### src/design/ftd_pkg.sv
// Package for the fixed-point to decimal text block.
// Holds widths, character codes, register indexes, FSM state and the
// command/status structs shared by controller and datapath. No dependencies.
package ftd_pkg;

	localparam int INT_W        = 32;
	localparam int FRAC_W       = 64;
	localparam int CHAR_W       = 8;
	localparam int CFG_W        = 5;
	localparam int CFG_IDX_W    = 1;
	localparam int INT_DIGITS   = 10;
	localparam int DIG_IDX_W    = 4;
	localparam int STEP_W       = 5;
	localparam int COUNT_W      = 5;

	localparam logic [CFG_W-1:0] MAX_FRACTION_DIGITS = 5'd20;
	localparam logic [CFG_W-1:0] FRACTION_DIGITS_RST = 5'd6;
	localparam logic [CFG_W-1:0] CAPACITY_RST        = 5'd31;

	localparam logic [CHAR_W-1:0] CHAR_ZERO  = 8'h30;
	localparam logic [CHAR_W-1:0] CHAR_POINT = 8'h2E;
	localparam logic [CHAR_W-1:0] CHAR_NUL   = 8'h00;

	typedef enum logic [CFG_IDX_W-1:0] {
		REG_FRACTION_DIGITS = 1'd0,
		REG_CAPACITY        = 1'd1
	} cfg_reg_t;

	typedef enum logic [2:0] {
		S_IDLE,
		S_CONV,
		S_PREP,
		S_INT,
		S_POINT,
		S_FRAC,
		S_END
	} state_t;

	// Controller to datapath
	typedef struct packed {
		logic load;
		logic conv_step;
		logic int_start;
		logic emit_int;
		logic emit_point;
		logic emit_frac;
		logic emit_end;
	} ftd_cmd_t;

	// Datapath to controller
	typedef struct packed {
		logic conv_last;
		logic int_last;
		logic room_ok;
		logic frac_left;
		logic can_emit;
	} ftd_sts_t;

endpackage

### src/design/ftd_ifs.sv
// Handshake channel interfaces: input word (32.64 fixed point) and output word
// (one character). Depends on ftd_pkg.
interface ftd_in_if;
	import ftd_pkg::*;
	logic              valid;
	logic              ready;
	logic [INT_W-1:0]  int_part;
	logic [INT_W-1:0]  frac_high;
	logic [INT_W-1:0]  frac_low;

	modport source(output valid, output int_part, output frac_high, output frac_low,
		input ready);
	modport sink(input valid, input int_part, input frac_high, input frac_low,
		output ready);
endinterface

interface ftd_out_if;
	import ftd_pkg::*;
	logic              valid;
	logic              ready;
	logic [CHAR_W-1:0] out_char;
	logic              last;

	modport source(output valid, output out_char, output last, input ready);
	modport sink(input valid, input out_char, input last, output ready);
endinterface

### src/design/fixed_point_to_decimal_text.sv
// Top level of the fixed-point to decimal text block.
// Instantiates ftd_ctrl and ftd_dp; depends on ftd_pkg and ftd_ifs.
//
//   channel  | dir | handshake     | payload
//   ---------+-----+---------------+--------------------------------------
//   din      | in  | valid/ready   | int_part, frac_high, frac_low
//   dout     | out | valid/ready   | out_char, last
//   cfg      | in  | cfg_we        | cfg_index, cfg_wdata
//
// One word at a time: a load, the shift-add-3 conversion of the integer
// part, a step to find the leading digit, one character per cycle while dout
// is not stalled (up to 32 including the terminator) and a step to leave the
// text states before the terminator.
// din.ready is high only while idle; the output register lets the final
// terminator wait for dout.ready while the next word is taken.
// A stall on dout holds the sequencer in its emitting states. Reset clears control state only.
module fixed_point_to_decimal_text (
	input  logic                          clk,
	input  logic                          arst_n,
	input  logic                          cfg_we,
	input  logic [ftd_pkg::CFG_IDX_W-1:0] cfg_index,
	input  logic [ftd_pkg::CFG_W-1:0]     cfg_wdata,
	ftd_in_if.sink                        din,
	ftd_out_if.source                     dout
);
	import ftd_pkg::*;

	ftd_cmd_t cmd;
	ftd_sts_t sts;

	ftd_ctrl u_ctrl (
		.clk      (clk),
		.arst_n   (arst_n),
		.in_valid (din.valid),
		.in_ready (din.ready),
		.sts      (sts),
		.cmd      (cmd)
	);

	ftd_dp u_dp (
		.clk       (clk),
		.arst_n    (arst_n),
		.cfg_we    (cfg_we),
		.cfg_index (cfg_index),
		.cfg_wdata (cfg_wdata),
		.int_part  (din.int_part),
		.frac_high (din.frac_high),
		.frac_low  (din.frac_low),
		.cmd       (cmd),
		.sts       (sts),
		.dout      (dout)
	);

endmodule

### src/design/ftd_ctrl.sv
// Controller FSM: sequences load, integer conversion, character emission.
// Depends on ftd_pkg.
module ftd_ctrl (
	input  logic              clk,
	input  logic              arst_n,
	input  logic              in_valid,
	output logic              in_ready,
	input  ftd_pkg::ftd_sts_t sts,
	output ftd_pkg::ftd_cmd_t cmd
);
	import ftd_pkg::*;

	state_t state_q;
	state_t state_d;

	// State register
	always_ff @(posedge clk or negedge arst_n) begin
		if (!arst_n) begin
			state_q <= S_IDLE;
		end else begin
			state_q <= state_d;
		end
	end

	// Next state and commands
	always_comb begin
		state_d  = state_q;
		cmd      = '0;
		in_ready = 1'b0;
		unique case (state_q)
			S_IDLE: begin
				in_ready = 1'b1;
				if (in_valid) begin
					cmd.load = 1'b1;
					state_d  = S_CONV;
				end
			end
			S_CONV: begin
				cmd.conv_step = 1'b1;
				if (sts.conv_last) begin
					state_d = S_PREP;
				end
			end
			S_PREP: begin
				cmd.int_start = 1'b1;
				state_d       = S_INT;
			end
			S_INT: begin
				if (!sts.room_ok) begin
					state_d = S_END;
				end else if (sts.can_emit) begin
					cmd.emit_int = 1'b1;
					if (sts.int_last) begin
						state_d = S_POINT;
					end
				end
			end
			S_POINT: begin
				if (!sts.frac_left || !sts.room_ok) begin
					state_d = S_END;
				end else if (sts.can_emit) begin
					cmd.emit_point = 1'b1;
					state_d        = S_FRAC;
				end
			end
			S_FRAC: begin
				if (!sts.frac_left || !sts.room_ok) begin
					state_d = S_END;
				end else if (sts.can_emit) begin
					cmd.emit_frac = 1'b1;
				end
			end
			S_END: begin
				if (sts.can_emit) begin
					cmd.emit_end = 1'b1;
					state_d      = S_IDLE;
				end
			end
			default: begin
				state_d = S_IDLE;
			end
		endcase
	end

endmodule

### src/design/ftd_dp.sv
// Datapath: config registers, shift-add-3 integer conversion, times-ten
// fraction digits, character counters and the output register.
// Depends on ftd_pkg and ftd_ifs.
module ftd_dp (
	input  logic                         clk,
	input  logic                         arst_n,
	input  logic                         cfg_we,
	input  logic [ftd_pkg::CFG_IDX_W-1:0] cfg_index,
	input  logic [ftd_pkg::CFG_W-1:0]    cfg_wdata,
	input  logic [ftd_pkg::INT_W-1:0]    int_part,
	input  logic [ftd_pkg::INT_W-1:0]    frac_high,
	input  logic [ftd_pkg::INT_W-1:0]    frac_low,
	input  ftd_pkg::ftd_cmd_t            cmd,
	output ftd_pkg::ftd_sts_t            sts,
	ftd_out_if.source                    dout
);
	import ftd_pkg::*;

	logic [CFG_W-1:0]     fraction_digits_q;
	logic [CFG_W-1:0]     capacity_q;
	logic [INT_W-1:0]     bin_q;
	logic [3:0]           bcd_q [INT_DIGITS];
	logic [3:0]           bcd_d [INT_DIGITS];
	logic [FRAC_W-1:0]    frac_q;
	logic [STEP_W-1:0]    step_q;
	logic [DIG_IDX_W-1:0] idx_q;
	logic [DIG_IDX_W-1:0] top_idx;
	logic [COUNT_W-1:0]   k_q;
	logic [CFG_W-1:0]     fd_left_q;
	logic [CFG_W-1:0]     fd_sat;
	logic [FRAC_W+3:0]    frac_x10;
	logic                 out_valid_q;
	logic [CHAR_W-1:0]    out_char_q;
	logic                 out_last_q;
	logic                 emit;

	// Configuration registers
	always_ff @(posedge clk or negedge arst_n) begin
		if (!arst_n) begin
			fraction_digits_q <= FRACTION_DIGITS_RST;
			capacity_q        <= CAPACITY_RST;
		end else if (cfg_we) begin
			unique case (cfg_reg_t'(cfg_index))
				REG_FRACTION_DIGITS: fraction_digits_q <= cfg_wdata;
				REG_CAPACITY:        capacity_q        <= cfg_wdata;
				default: ;
			endcase
		end
	end

	assign fd_sat = (fraction_digits_q > MAX_FRACTION_DIGITS) ?
		MAX_FRACTION_DIGITS : fraction_digits_q;

	// One shift-add-3 step: adjust each digit, then shift in the next bit
	always_comb begin
		logic [3:0] adj [INT_DIGITS];
		for (int i = 0; i < INT_DIGITS; i++) begin
			adj[i] = (bcd_q[i] >= 4'd5) ? bcd_q[i] + 4'd3 : bcd_q[i];
		end
		bcd_d[0] = {adj[0][2:0], bin_q[INT_W-1]};
		for (int i = 1; i < INT_DIGITS; i++) begin
			bcd_d[i] = {adj[i][2:0], adj[i-1][3]};
		end
	end

	// Highest nonzero digit, digit zero when the value is zero
	always_comb begin
		top_idx = '0;
		for (int i = 1; i < INT_DIGITS; i++) begin
			if (bcd_q[i] != 4'd0) begin
				top_idx = DIG_IDX_W'(i);
			end
		end
	end

	// Fraction times ten: top four bits are the digit, the rest carries on
	assign frac_x10 = ({4'd0, frac_q} << 3) + ({4'd0, frac_q} << 1);

	// Conversion registers
	always_ff @(posedge clk) begin
		if (cmd.load) begin
			bin_q  <= int_part;
			frac_q <= {frac_high, frac_low};
			for (int i = 0; i < INT_DIGITS; i++) begin
				bcd_q[i] <= 4'd0;
			end
		end else if (cmd.conv_step) begin
			bin_q <= bin_q << 1;
			bcd_q <= bcd_d;
		end else if (cmd.emit_frac) begin
			frac_q <= frac_x10[FRAC_W-1:0];
		end
	end

	// Step, digit and character counters
	always_ff @(posedge clk or negedge arst_n) begin
		if (!arst_n) begin
			step_q    <= '0;
			idx_q     <= '0;
			k_q       <= '0;
			fd_left_q <= '0;
		end else begin
			if (cmd.load) begin
				step_q    <= '0;
				k_q       <= '0;
				fd_left_q <= fd_sat;
			end else begin
				if (cmd.conv_step) begin
					step_q <= step_q + 1'b1;
				end
				if (cmd.emit_int || cmd.emit_point || cmd.emit_frac) begin
					k_q <= k_q + 1'b1;
				end
				if (cmd.emit_frac) begin
					fd_left_q <= fd_left_q - 1'b1;
				end
			end
			if (cmd.int_start) begin
				idx_q <= top_idx;
			end else if (cmd.emit_int) begin
				idx_q <= idx_q - 1'b1;
			end
		end
	end

	// Output register
	assign emit = cmd.emit_int || cmd.emit_point || cmd.emit_frac || cmd.emit_end;

	always_ff @(posedge clk or negedge arst_n) begin
		if (!arst_n) begin
			out_valid_q <= 1'b0;
		end else if (emit) begin
			out_valid_q <= 1'b1;
		end else if (dout.ready) begin
			out_valid_q <= 1'b0;
		end
	end

	always_ff @(posedge clk) begin
		if (emit) begin
			out_last_q <= cmd.emit_end;
			if (cmd.emit_int) begin
				out_char_q <= CHAR_ZERO + {4'd0, bcd_q[idx_q]};
			end else if (cmd.emit_point) begin
				out_char_q <= CHAR_POINT;
			end else if (cmd.emit_frac) begin
				out_char_q <= CHAR_ZERO + {4'd0, frac_x10[FRAC_W+3:FRAC_W]};
			end else begin
				out_char_q <= CHAR_NUL;
			end
		end
	end

	assign dout.valid    = out_valid_q;
	assign dout.out_char = out_char_q;
	assign dout.last     = out_last_q;

	// Status to controller
	assign sts.conv_last = &step_q;
	assign sts.int_last  = (idx_q == '0);
	assign sts.room_ok   = (k_q < capacity_q);
	assign sts.frac_left = (fd_left_q != '0);
	assign sts.can_emit  = !out_valid_q || dout.ready;

endmodule

### src/flat_wrapper.sv
// flat-port wrapper written by rule: the top's interface ports become plain ports
module fixed_point_to_decimal_text_flat import ftd_pkg::*;
  (clk, arst_n, cfg_we, cfg_index, cfg_wdata, din_valid, din_int_part, din_frac_high, din_frac_low, din_ready, dout_valid, dout_out_char, dout_last, dout_ready);
  ftd_in_if din_i ();
  ftd_out_if dout_i ();
  input  logic clk;
  input  logic arst_n;
  input  logic cfg_we;
  input  logic [ftd_pkg::CFG_IDX_W-1:0] cfg_index;
  input  logic [ftd_pkg::CFG_W-1:0] cfg_wdata;
  input wire logic [$bits(din_i.valid)-1:0] din_valid;
  input wire logic [$bits(din_i.int_part)-1:0] din_int_part;
  input wire logic [$bits(din_i.frac_high)-1:0] din_frac_high;
  input wire logic [$bits(din_i.frac_low)-1:0] din_frac_low;
  output wire logic [$bits(din_i.ready)-1:0] din_ready;
  output wire logic [$bits(dout_i.valid)-1:0] dout_valid;
  output wire logic [$bits(dout_i.out_char)-1:0] dout_out_char;
  output wire logic [$bits(dout_i.last)-1:0] dout_last;
  input wire logic [$bits(dout_i.ready)-1:0] dout_ready;
  assign din_i.valid = din_valid;
  assign din_i.int_part = din_int_part;
  assign din_i.frac_high = din_frac_high;
  assign din_i.frac_low = din_frac_low;
  assign din_ready = din_i.ready;
  assign dout_valid = dout_i.valid;
  assign dout_out_char = dout_i.out_char;
  assign dout_last = dout_i.last;
  assign dout_i.ready = dout_ready;
  fixed_point_to_decimal_text u_core (.clk(clk), .arst_n(arst_n), .cfg_we(cfg_we), .cfg_index(cfg_index), .cfg_wdata(cfg_wdata), .din(din_i), .dout(dout_i));
endmodule
### config.mk
export PLATFORM = sky130hd
export DESIGN_NAME = fixed_point_to_decimal_text_flat
export DESIGN_NICKNAME = d
export VERILOG_FILES = /design/src/design/ftd_pkg.sv /design/src/design/ftd_ifs.sv /design/src/design/fixed_point_to_decimal_text.sv /design/src/design/ftd_ctrl.sv /design/src/design/ftd_dp.sv /design/src/flat_wrapper.sv
export SDC_FILE = /design/constraint.sdc
export NUM_CORES = 1
export LEC_CHECK = 0
export BUFFER_PORTS_ARGS = -buffer_cell sky130_fd_sc_hd__clkbuf_2
export CORE_ASPECT_RATIO = 1.25
export CORE_MARGIN = 5
export CORE_UTILIZATION = 25
export CTS_CLUSTER_DIAMETER = 50
export DETAILED_ROUTE_END_ITERATION = 12
export GPL_TIMING_DRIVEN = 0
export PLACE_DENSITY_LB_ADDON = 0.25
export SYNTH_ARGS = -nofsm -noshare
export SYNTH_HDL_FRONTEND = slang
export SYNTH_SLANG_ARGS = --single-unit
### constraint.sdc
create_clock -name clk -period 5.25 [get_ports clk]
set_input_delay 0.2625 -clock clk [delete_from_list [all_inputs] [get_ports clk]]
set_output_delay 0.2625 -clock clk [all_outputs]
set_load 0.005 [all_outputs]
After elaboration in Yosys (flattened, before gate mapping):

Cells that the tools add are included.
W data, S select, Z words.

* add/sub/neg operators: 17
* order comparisons: 13
* eq/ne operators: 14
* muxes and demuxes: 63
* bitwise gates (word level): 2
* reduce and logical (&&, ||, !) cells: 30

Operators with widths (count)
* $mux W64: 3
* $mux W4: 21
* $add A67 B65 Y68: 1
* $mux W32: 2
* $ge A4 B3 Y1 const B: 10
* $add A4 B2 Y4 const B: 9
* $reduce_bool A4 Y1: 9
* $mux W5: 7
* $mux W3: 10
* $mux W7: 3
* $pmux W3 S7: 1
* $bmux W4 S4: 1
* $mux W1: 15
* $add A6 B4 Y7 const A: 2
* $add A5 B1 Y5 const B: 2
* $reduce_bool A2 Y1: 5
* $eq A3 B3 Y1 const B: 3
* $ne A3 B2 Y1 const B: 3
* $reduce_and A7 Y1: 1
* $eq A3 B2 Y1 const B: 2
* $ne A2 B1 Y1 const B: 3
* $reduce_and A2 Y1: 3
* $ge A5 B5 Y1 const B: 1
* $gt A5 B5 Y1 const B: 1
* 14 further kinds: 21

* flip-flop bits (word level): 178
* output and inout port bits: 11
* word-level logic and storage cells: 161

Depth between registers and ports, before layout:

* word-level depth: 11
* depth in mapped cells: 13

Modules after synthesis:

A second synthesis with hierarchy kept.

* cells, all modules: 1392
* area, all modules: 12584.6 sq um

Modules (own cells, without submodules)
* ftd_dp: times used 1, cells an instance 1354, area each 12264.3 sq um, sequential area each 4653.2 sq um
* ftd_ctrl: times used 1, cells an instance 38, area each 320.3 sq um, sequential area each 75.1 sq um

Least setup slack after synthesis:

OpenSTA, ideal clock, no wires.

* path kind: register -> register
* start: register u_core.u_dp.capacity_q[1]
* end: register u_core.u_dp.fd_left_q[2]
* arrival: 3.706 ns
* data required time: 5.123 ns
* slack: 1.417 ns
* stages on the path, launching flop included: 12
* path through: dfstp_2 inv_1 ha_1 a21o_1 a21o_1 a21o_1 a21oi_4 nand4_1 nand2_1 o21ai_0 nand2_1 o21ai_0

* longest elaborated chain between the ends: 6

RTL lines
* from (decl): line ftd_dp.sv:20 `logic [CFG_W-1:0] capacity_q;`
* from (signal assigned): line ftd_dp.sv:45 `REG_CAPACITY: capacity_q <= cfg_wdata;`
* $lt A5 B5 Y1: line ftd_dp.sv:161 `assign sts.room_ok = (k_q < capacity_q);`
* $logic_not A1 Y1: line ftd_ctrl.sv:67 `if (!sts.frac_left || !sts.room_ok) begin`
* $logic_or A1 B1 Y1: line ftd_ctrl.sv:67
* $mux W1
* $mux W1: line ftd_ctrl.sv:30 `unique case (state_q)`
* $reduce_bool A2 Y1 (no source line)
* to (signal assigned): line ftd_dp.sv:106 `fd_left_q <= fd_sat;`
* to (signal assigned): line ftd_dp.sv:115 `fd_left_q <= fd_left_q - 1'b1;`
* to (decl): line ftd_dp.sv:29 `logic [CFG_W-1:0] fd_left_q;`

Every way passes these cells.
A chain may end at the register's enable or synchronous reset.

Final worst setup path:

* start: register u_core.u_ctrl.state_q[1]
* end: register u_core.u_dp.bin_q[4], enable pin

* longest elaborated chain between the ends: 3
* elaborated cells on any way between the ends: 5
* classes of those cells: eq/ne: 1; mux: 2; reduce/logical: 2

RTL lines
* from (decl): line ftd_ctrl.sv:13 `state_t state_q;`
* from (signal assigned): line ftd_ctrl.sv:21 `state_q <= state_d;`
* $eq A3 B1 Y1 or $logic_not A3 Y1 (tied branches): line ftd_ctrl.sv:30
* $mux W1: line ftd_ctrl.sv:30
* $reduce_bool A2 Y1 (no source line) *
* to (signal assigned): line ftd_dp.sv:82 `bin_q <= int_part;`
* to (signal assigned): line ftd_dp.sv:88 `bin_q <= bin_q << 1;`
* to (decl): line ftd_dp.sv:21 `logic [INT_W-1:0] bin_q;`

Mark *: on every way between the ends. The rest lies on a longest branch, timed or not.

==> impl_metrics.prom <==
# TYPE chip_impl_metric gauge
chip_impl_metric{name="grt.overflow.total",unit=""} 0
chip_impl_info{name="timing_worst_setup_path_type",value="flop to flop"} 1
chip_impl_metric{name="grt_pass1_vias",unit=""} 10900
chip_impl_metric{name="final-instance-count-excl-fill",unit=""} 2239
chip_impl_metric{name="syn-mean-instance-area",unit="µm²"} 8.61
chip_impl_metric{name="synthXorXnorAreaFrac",unit=""} 0.0532
chip_impl_metric{name="post-route-min-period",unit="ns"} 3.80
chip_impl_info{name="crit_top_cell",value="clkbuf_1"} 1
chip_impl_metric{name="routedWlPerCell",unit="µm"} 16.9
chip_impl_metric{name="synth_enable_flop_cells",unit=""} 103
chip_impl_metric{name="final.setup_skew",unit="ns"} 0.0220
chip_impl_info{name="cts_tree",value="done"} 1
chip_impl_metric{name="final-hold-violation-count",unit=""} 0
chip_impl_metric{name="post_drt_via_cell_ratio",unit=""} 4.86
chip_impl_metric{name="grt_max_degree",unit=""} 44
chip_impl_metric{name="clkSinkCount",unit=""} 176
chip_impl_metric{name="initialDrtViolationCount",unit=""} 525
chip_impl_metric{name="synth.cell_area",unit="µm²"} 12400
chip_impl_metric{name="detailedRoute.firstPassIterationCount",unit=""} 5
chip_impl_metric{name="synth-compound-area-share",unit=""} 0.208
chip_impl_metric{name="netlist_instances",unit=""} 1434
chip_impl_metric{name="h-tree-depth",unit=""} 4
chip_impl_metric{name="start_util",unit=""} 0.251
chip_impl_metric{name="seq_area_frac_synth",unit=""} 0.383
chip_impl_metric{name="cts_max_path_buffers",unit=""} 2
chip_impl_info{name="end_kind",value="flop"} 1
chip_impl_metric{name="core",unit="µm²"} 49200
chip_impl_metric{name="cp_max_fo",unit=""} 32
chip_impl_metric{name="maxCapViolCount",unit=""} 0
chip_impl_metric{name="required_time_reported_for_the_critical_path_endpoint",unit="ns"} 5.29
chip_impl_metric{name="hpwlAfterDp",unit="µm"} 29200
chip_impl_metric{name="tritoncts.num_buffers",unit=""} 17
chip_impl_info{name="clockRootBuffer",value="clkbuf_16"} 1
chip_impl_info{name="grt_setup_unrepaired",value="no"} 1
chip_impl_metric{name="grt_util_all_layers",unit=""} 0.138
chip_impl_metric{name="synthArstFlopShare",unit=""} 0.188
chip_impl_metric{name="synth_seq_cells",unit=""} 176
chip_impl_metric{name="area_growth_syn_to_layout",unit="%"} 16.4
chip_impl_metric{name="die_y",unit="µm"} 259
chip_impl_info{name="hold_class",value="input port to flop"} 1
chip_impl_metric{name="final_weighted_congestion_in_routability_driven_placement",unit=""} 0.846
chip_impl_metric{name="antenna_violations_before_repair",unit=""} 0
chip_impl_metric{name="finalWirelength",unit="µm"} 37800
chip_impl_metric{name="achievable_frequency",unit="MHz"} 263
chip_impl_metric{name="timing.final.ws_setup",unit="ns"} 1.45
chip_impl_metric{name="period_share",unit=""} 0.723
chip_impl_metric{name="post_synthesis_simple_gate_area_fraction",unit=""} 0.189
chip_impl_metric{name="fraction_of_final_layout_cells_with_drive_strength_greater_than_1",unit=""} 0.144
chip_impl_metric{name="yosysWarningCount",unit=""} 0
chip_impl_metric{name="post_cts_resized",unit=""} 0
chip_impl_metric{name="post_synth_mux_area_share",unit=""} 0.0305
chip_impl_info{name="outcome",value="finished clean"} 1
chip_impl_metric{name="detail-route-antenna-nets",unit=""} 0
chip_impl_info{name="critical_path.slowest_cell",value="clkbuf_1"} 1
chip_impl_metric{name="drt_drc_violations_left",unit=""} 0
chip_impl_metric{name="detailroute.via_count",unit=""} 10900
chip_impl_metric{name="finalSetupTns",unit="ns"} 0
chip_impl_metric{name="num_rows",unit=""} 91
chip_impl_metric{name="critical-path-max-stage-delay",unit="ns"} 0.72
chip_impl_metric{name="io_buffers",unit=""} 115
chip_impl_metric{name="final_net_count",unit=""} 1774
chip_impl_metric{name="fin_worst_hold_slack",unit="ns"} 0.0411
chip_impl_metric{name="relSlewSlack",unit=""} 0.360
chip_impl_metric{name="die_width",unit="µm"} 209
chip_impl_metric{name="ios",unit=""} 118
chip_impl_metric{name="clk_transition_reported_paths",unit="ns"} 0.07
chip_impl_metric{name="worst_pin_slew",unit="ns"} 0.950
chip_impl_metric{name="synth_cell_types",unit=""} 83
chip_impl_metric{name="place.detailed.instances",unit=""} 2202
chip_impl_metric{name="die_area",unit="µm²"} 54000
chip_impl_metric{name="clock_latency_reported_for_the_late_side_of_the_worst_skew_pair",unit="ns"} 0.49
chip_impl_info{name="dominant_combinational_cell_family_by_area_after_synthesis",value="compound AO/OA/AOI/OAI gates"} 1
chip_impl_metric{name="maxSlewViolCount",unit=""} 0
chip_impl_info{name="synth_ff_type",value="edfxtp_1"} 1
chip_impl_metric{name="antenna_cells",unit=""} 0
chip_impl_metric{name="synthAdderAreaFrac",unit=""} 0.0938
chip_impl_metric{name="grt_first_pass_wirelength",unit="µm"} 59500
chip_impl_metric{name="critPathArrivalTime",unit="ns"} 3.84
chip_impl_metric{name="final_setup_vio_count",unit=""} 0
chip_impl_info{name="worst_setup_path_start_kind",value="flop"} 1
chip_impl_info{name="cell_breakdown_of_the_critical_path",value="clkbuf_1 -> nor3_1 -> nand2_1 -> clkbuf_1 -> clkbuf_1 -> buf_1 -> nand2_2"} 1
chip_impl_metric{name="preCtsSetupSlack",unit="ns"} 1.36
## registers in the layout (all words and copies together) (netlist names), 6 cells and up
| name | count |
|---|---|
| u_core.u_dp.bcd_q | 40 |
| u_core.u_dp.bin_q | 32 |
| u_core.u_dp.dout.out_char | 6 |
| u_core.u_dp.frac_q | 64 |
## Yosys cell counts, drive strengths merged (8+ instances only)
library cell  number  share of area
a211oi            11         0.0079
a21o              27          0.017
a21oi            179          0.076
a31oi             11         0.0056
and2              10         0.0054
and3              10         0.0052
buf               19         0.0092
clkbuf            53          0.017
dfrtp             26          0.053
dfxtp             40          0.065
edfxtp           103           0.25
ha                91          0.092
inv               50          0.015
mux2              13          0.012
mux4               8          0.015
nand2            218          0.066
nand2b            15         0.0076
nand3             63          0.026
nand4             18         0.0091
nor2             132          0.041
nor2b             11         0.0056
nor3              18         0.0077
nor3b              8         0.0049
nor4               8         0.0041
o211ai            15          0.010
o21ai            111          0.046
o21bai            12         0.0073
o31ai             11         0.0075
xnor2             48          0.034
xor2              27          0.019
## placed cells by master (no fill, tap or decap), types with 10 or more instances in the layout
cell | Yosys | layout
edfxtp_1 | 103 | 103
inv_1 | 50 | 50
clkbuf_1 | 50 | 51
nor3_1 | 17 | 17
nand4_1 | 18 | 18
dfrtp_1 | 26 | 26
a21o_1 | 26 | 26
xor2_1 | 27 | 27
mux2_2 | 13 | 13
o21bai_1 | 12 | 12
nand3_1 | 63 | 63
clkbuf_2 | 2 | 117
a21oi_1 | 173 | 173
nand2b_1 | 15 | 15
clkbuf_16 | 0 | 17
xnor2_1 | 48 | 48
ha_1 | 91 | 91
a31oi_1 | 11 | 11
inv_6 | 0 | 10
o21ai_0 | 104 | 104
dfxtp_1 | 40 | 40
nand2_1 | 217 | 215
o211ai_1 | 12 | 12
nor2_1 | 128 | 128
nor2b_1 | 11 | 11
## area by class of cell
type | instances | area (µm²)
flip-flops and latches | 176 | 4730
plain buffers | 72 | 325
clock buffers | 18 | 429
inverters | 50 | 188
clock inverters | 14 | 116
repair buffers | 121 | 653
multi-input cells | 1137 | 7120
fillers | 5361 | 34800
well taps | 651 | 815
## final timing paths
kind / from / to / slack (ns) / cells after the start
worst max-delay path: u_core.u_ctrl.state_q[1] / u_core.u_dp.bin_q[4] / 1.45 / 7
worst min-delay path: din_int_part[8] / u_core.u_dp.bin_q[8] / 0.04 / 3
worst max register to register: u_core.u_ctrl.state_q[1] / u_core.u_dp.bin_q[4] / 1.45 / 7
worst min register to register: u_core.u_dp.bcd_q[1] / u_core.u_dp.bcd_q[1] / 0.51 / 2
max in group asynchronous: arst_n / u_core.u_dp.fd_left_q[3] / 4.23 / 2
min in group asynchronous: arst_n / u_core.u_dp.idx_q[1] / 0.44 / 2
## kinds of logic (layout without fill, tap and decap cells)
logic type / Yosys count / in the layout
AOI/OAI and AO/OA: 420 / 420
other: 1 / 2
buffers and inverters: 122 / 275
adders and majority gates: 92 / 92
and+or+nand+nor: 522 / 522
muxes: 26 / 26
DFF: 176 / 176
xor gates and xnor gates: 75 / 75
## what timing repair did
action	in CTS	in global routing
hold buffers	5	0
setup buffers	0	0
hold endpoints to repair	30	0
## worst max-delay path, delay by kind of cell, from the launching register on
family                 cells  cell delay (ns)
and+or+nand+nor            3             0.97
DFF                        1             0.32
buffers and inverters      4             2.03
## per-layer routing
metal	share of wire	routed length [µm]	up-vias	global-route usage
met3	0.043	1640	41	0.0322
met4	0.019	735	0	0.0390
met1	0.43	16400	5192	0.169
met5	0	0	-	0
li1	-	-	5443	-
met2	0.50	19000	211	0.244
## stage by stage
stage	utilization	cell area (µm²)
global placement	0.279	13700
finish	0.292	14400
detailed placement	0.280	13800
global route	0.292	14400
CTS	0.292	14400
floorplan	-	12400
Power is not shown: default switching activity piles up to over one toggle a cycle in this logic, so the estimate is an artifact.
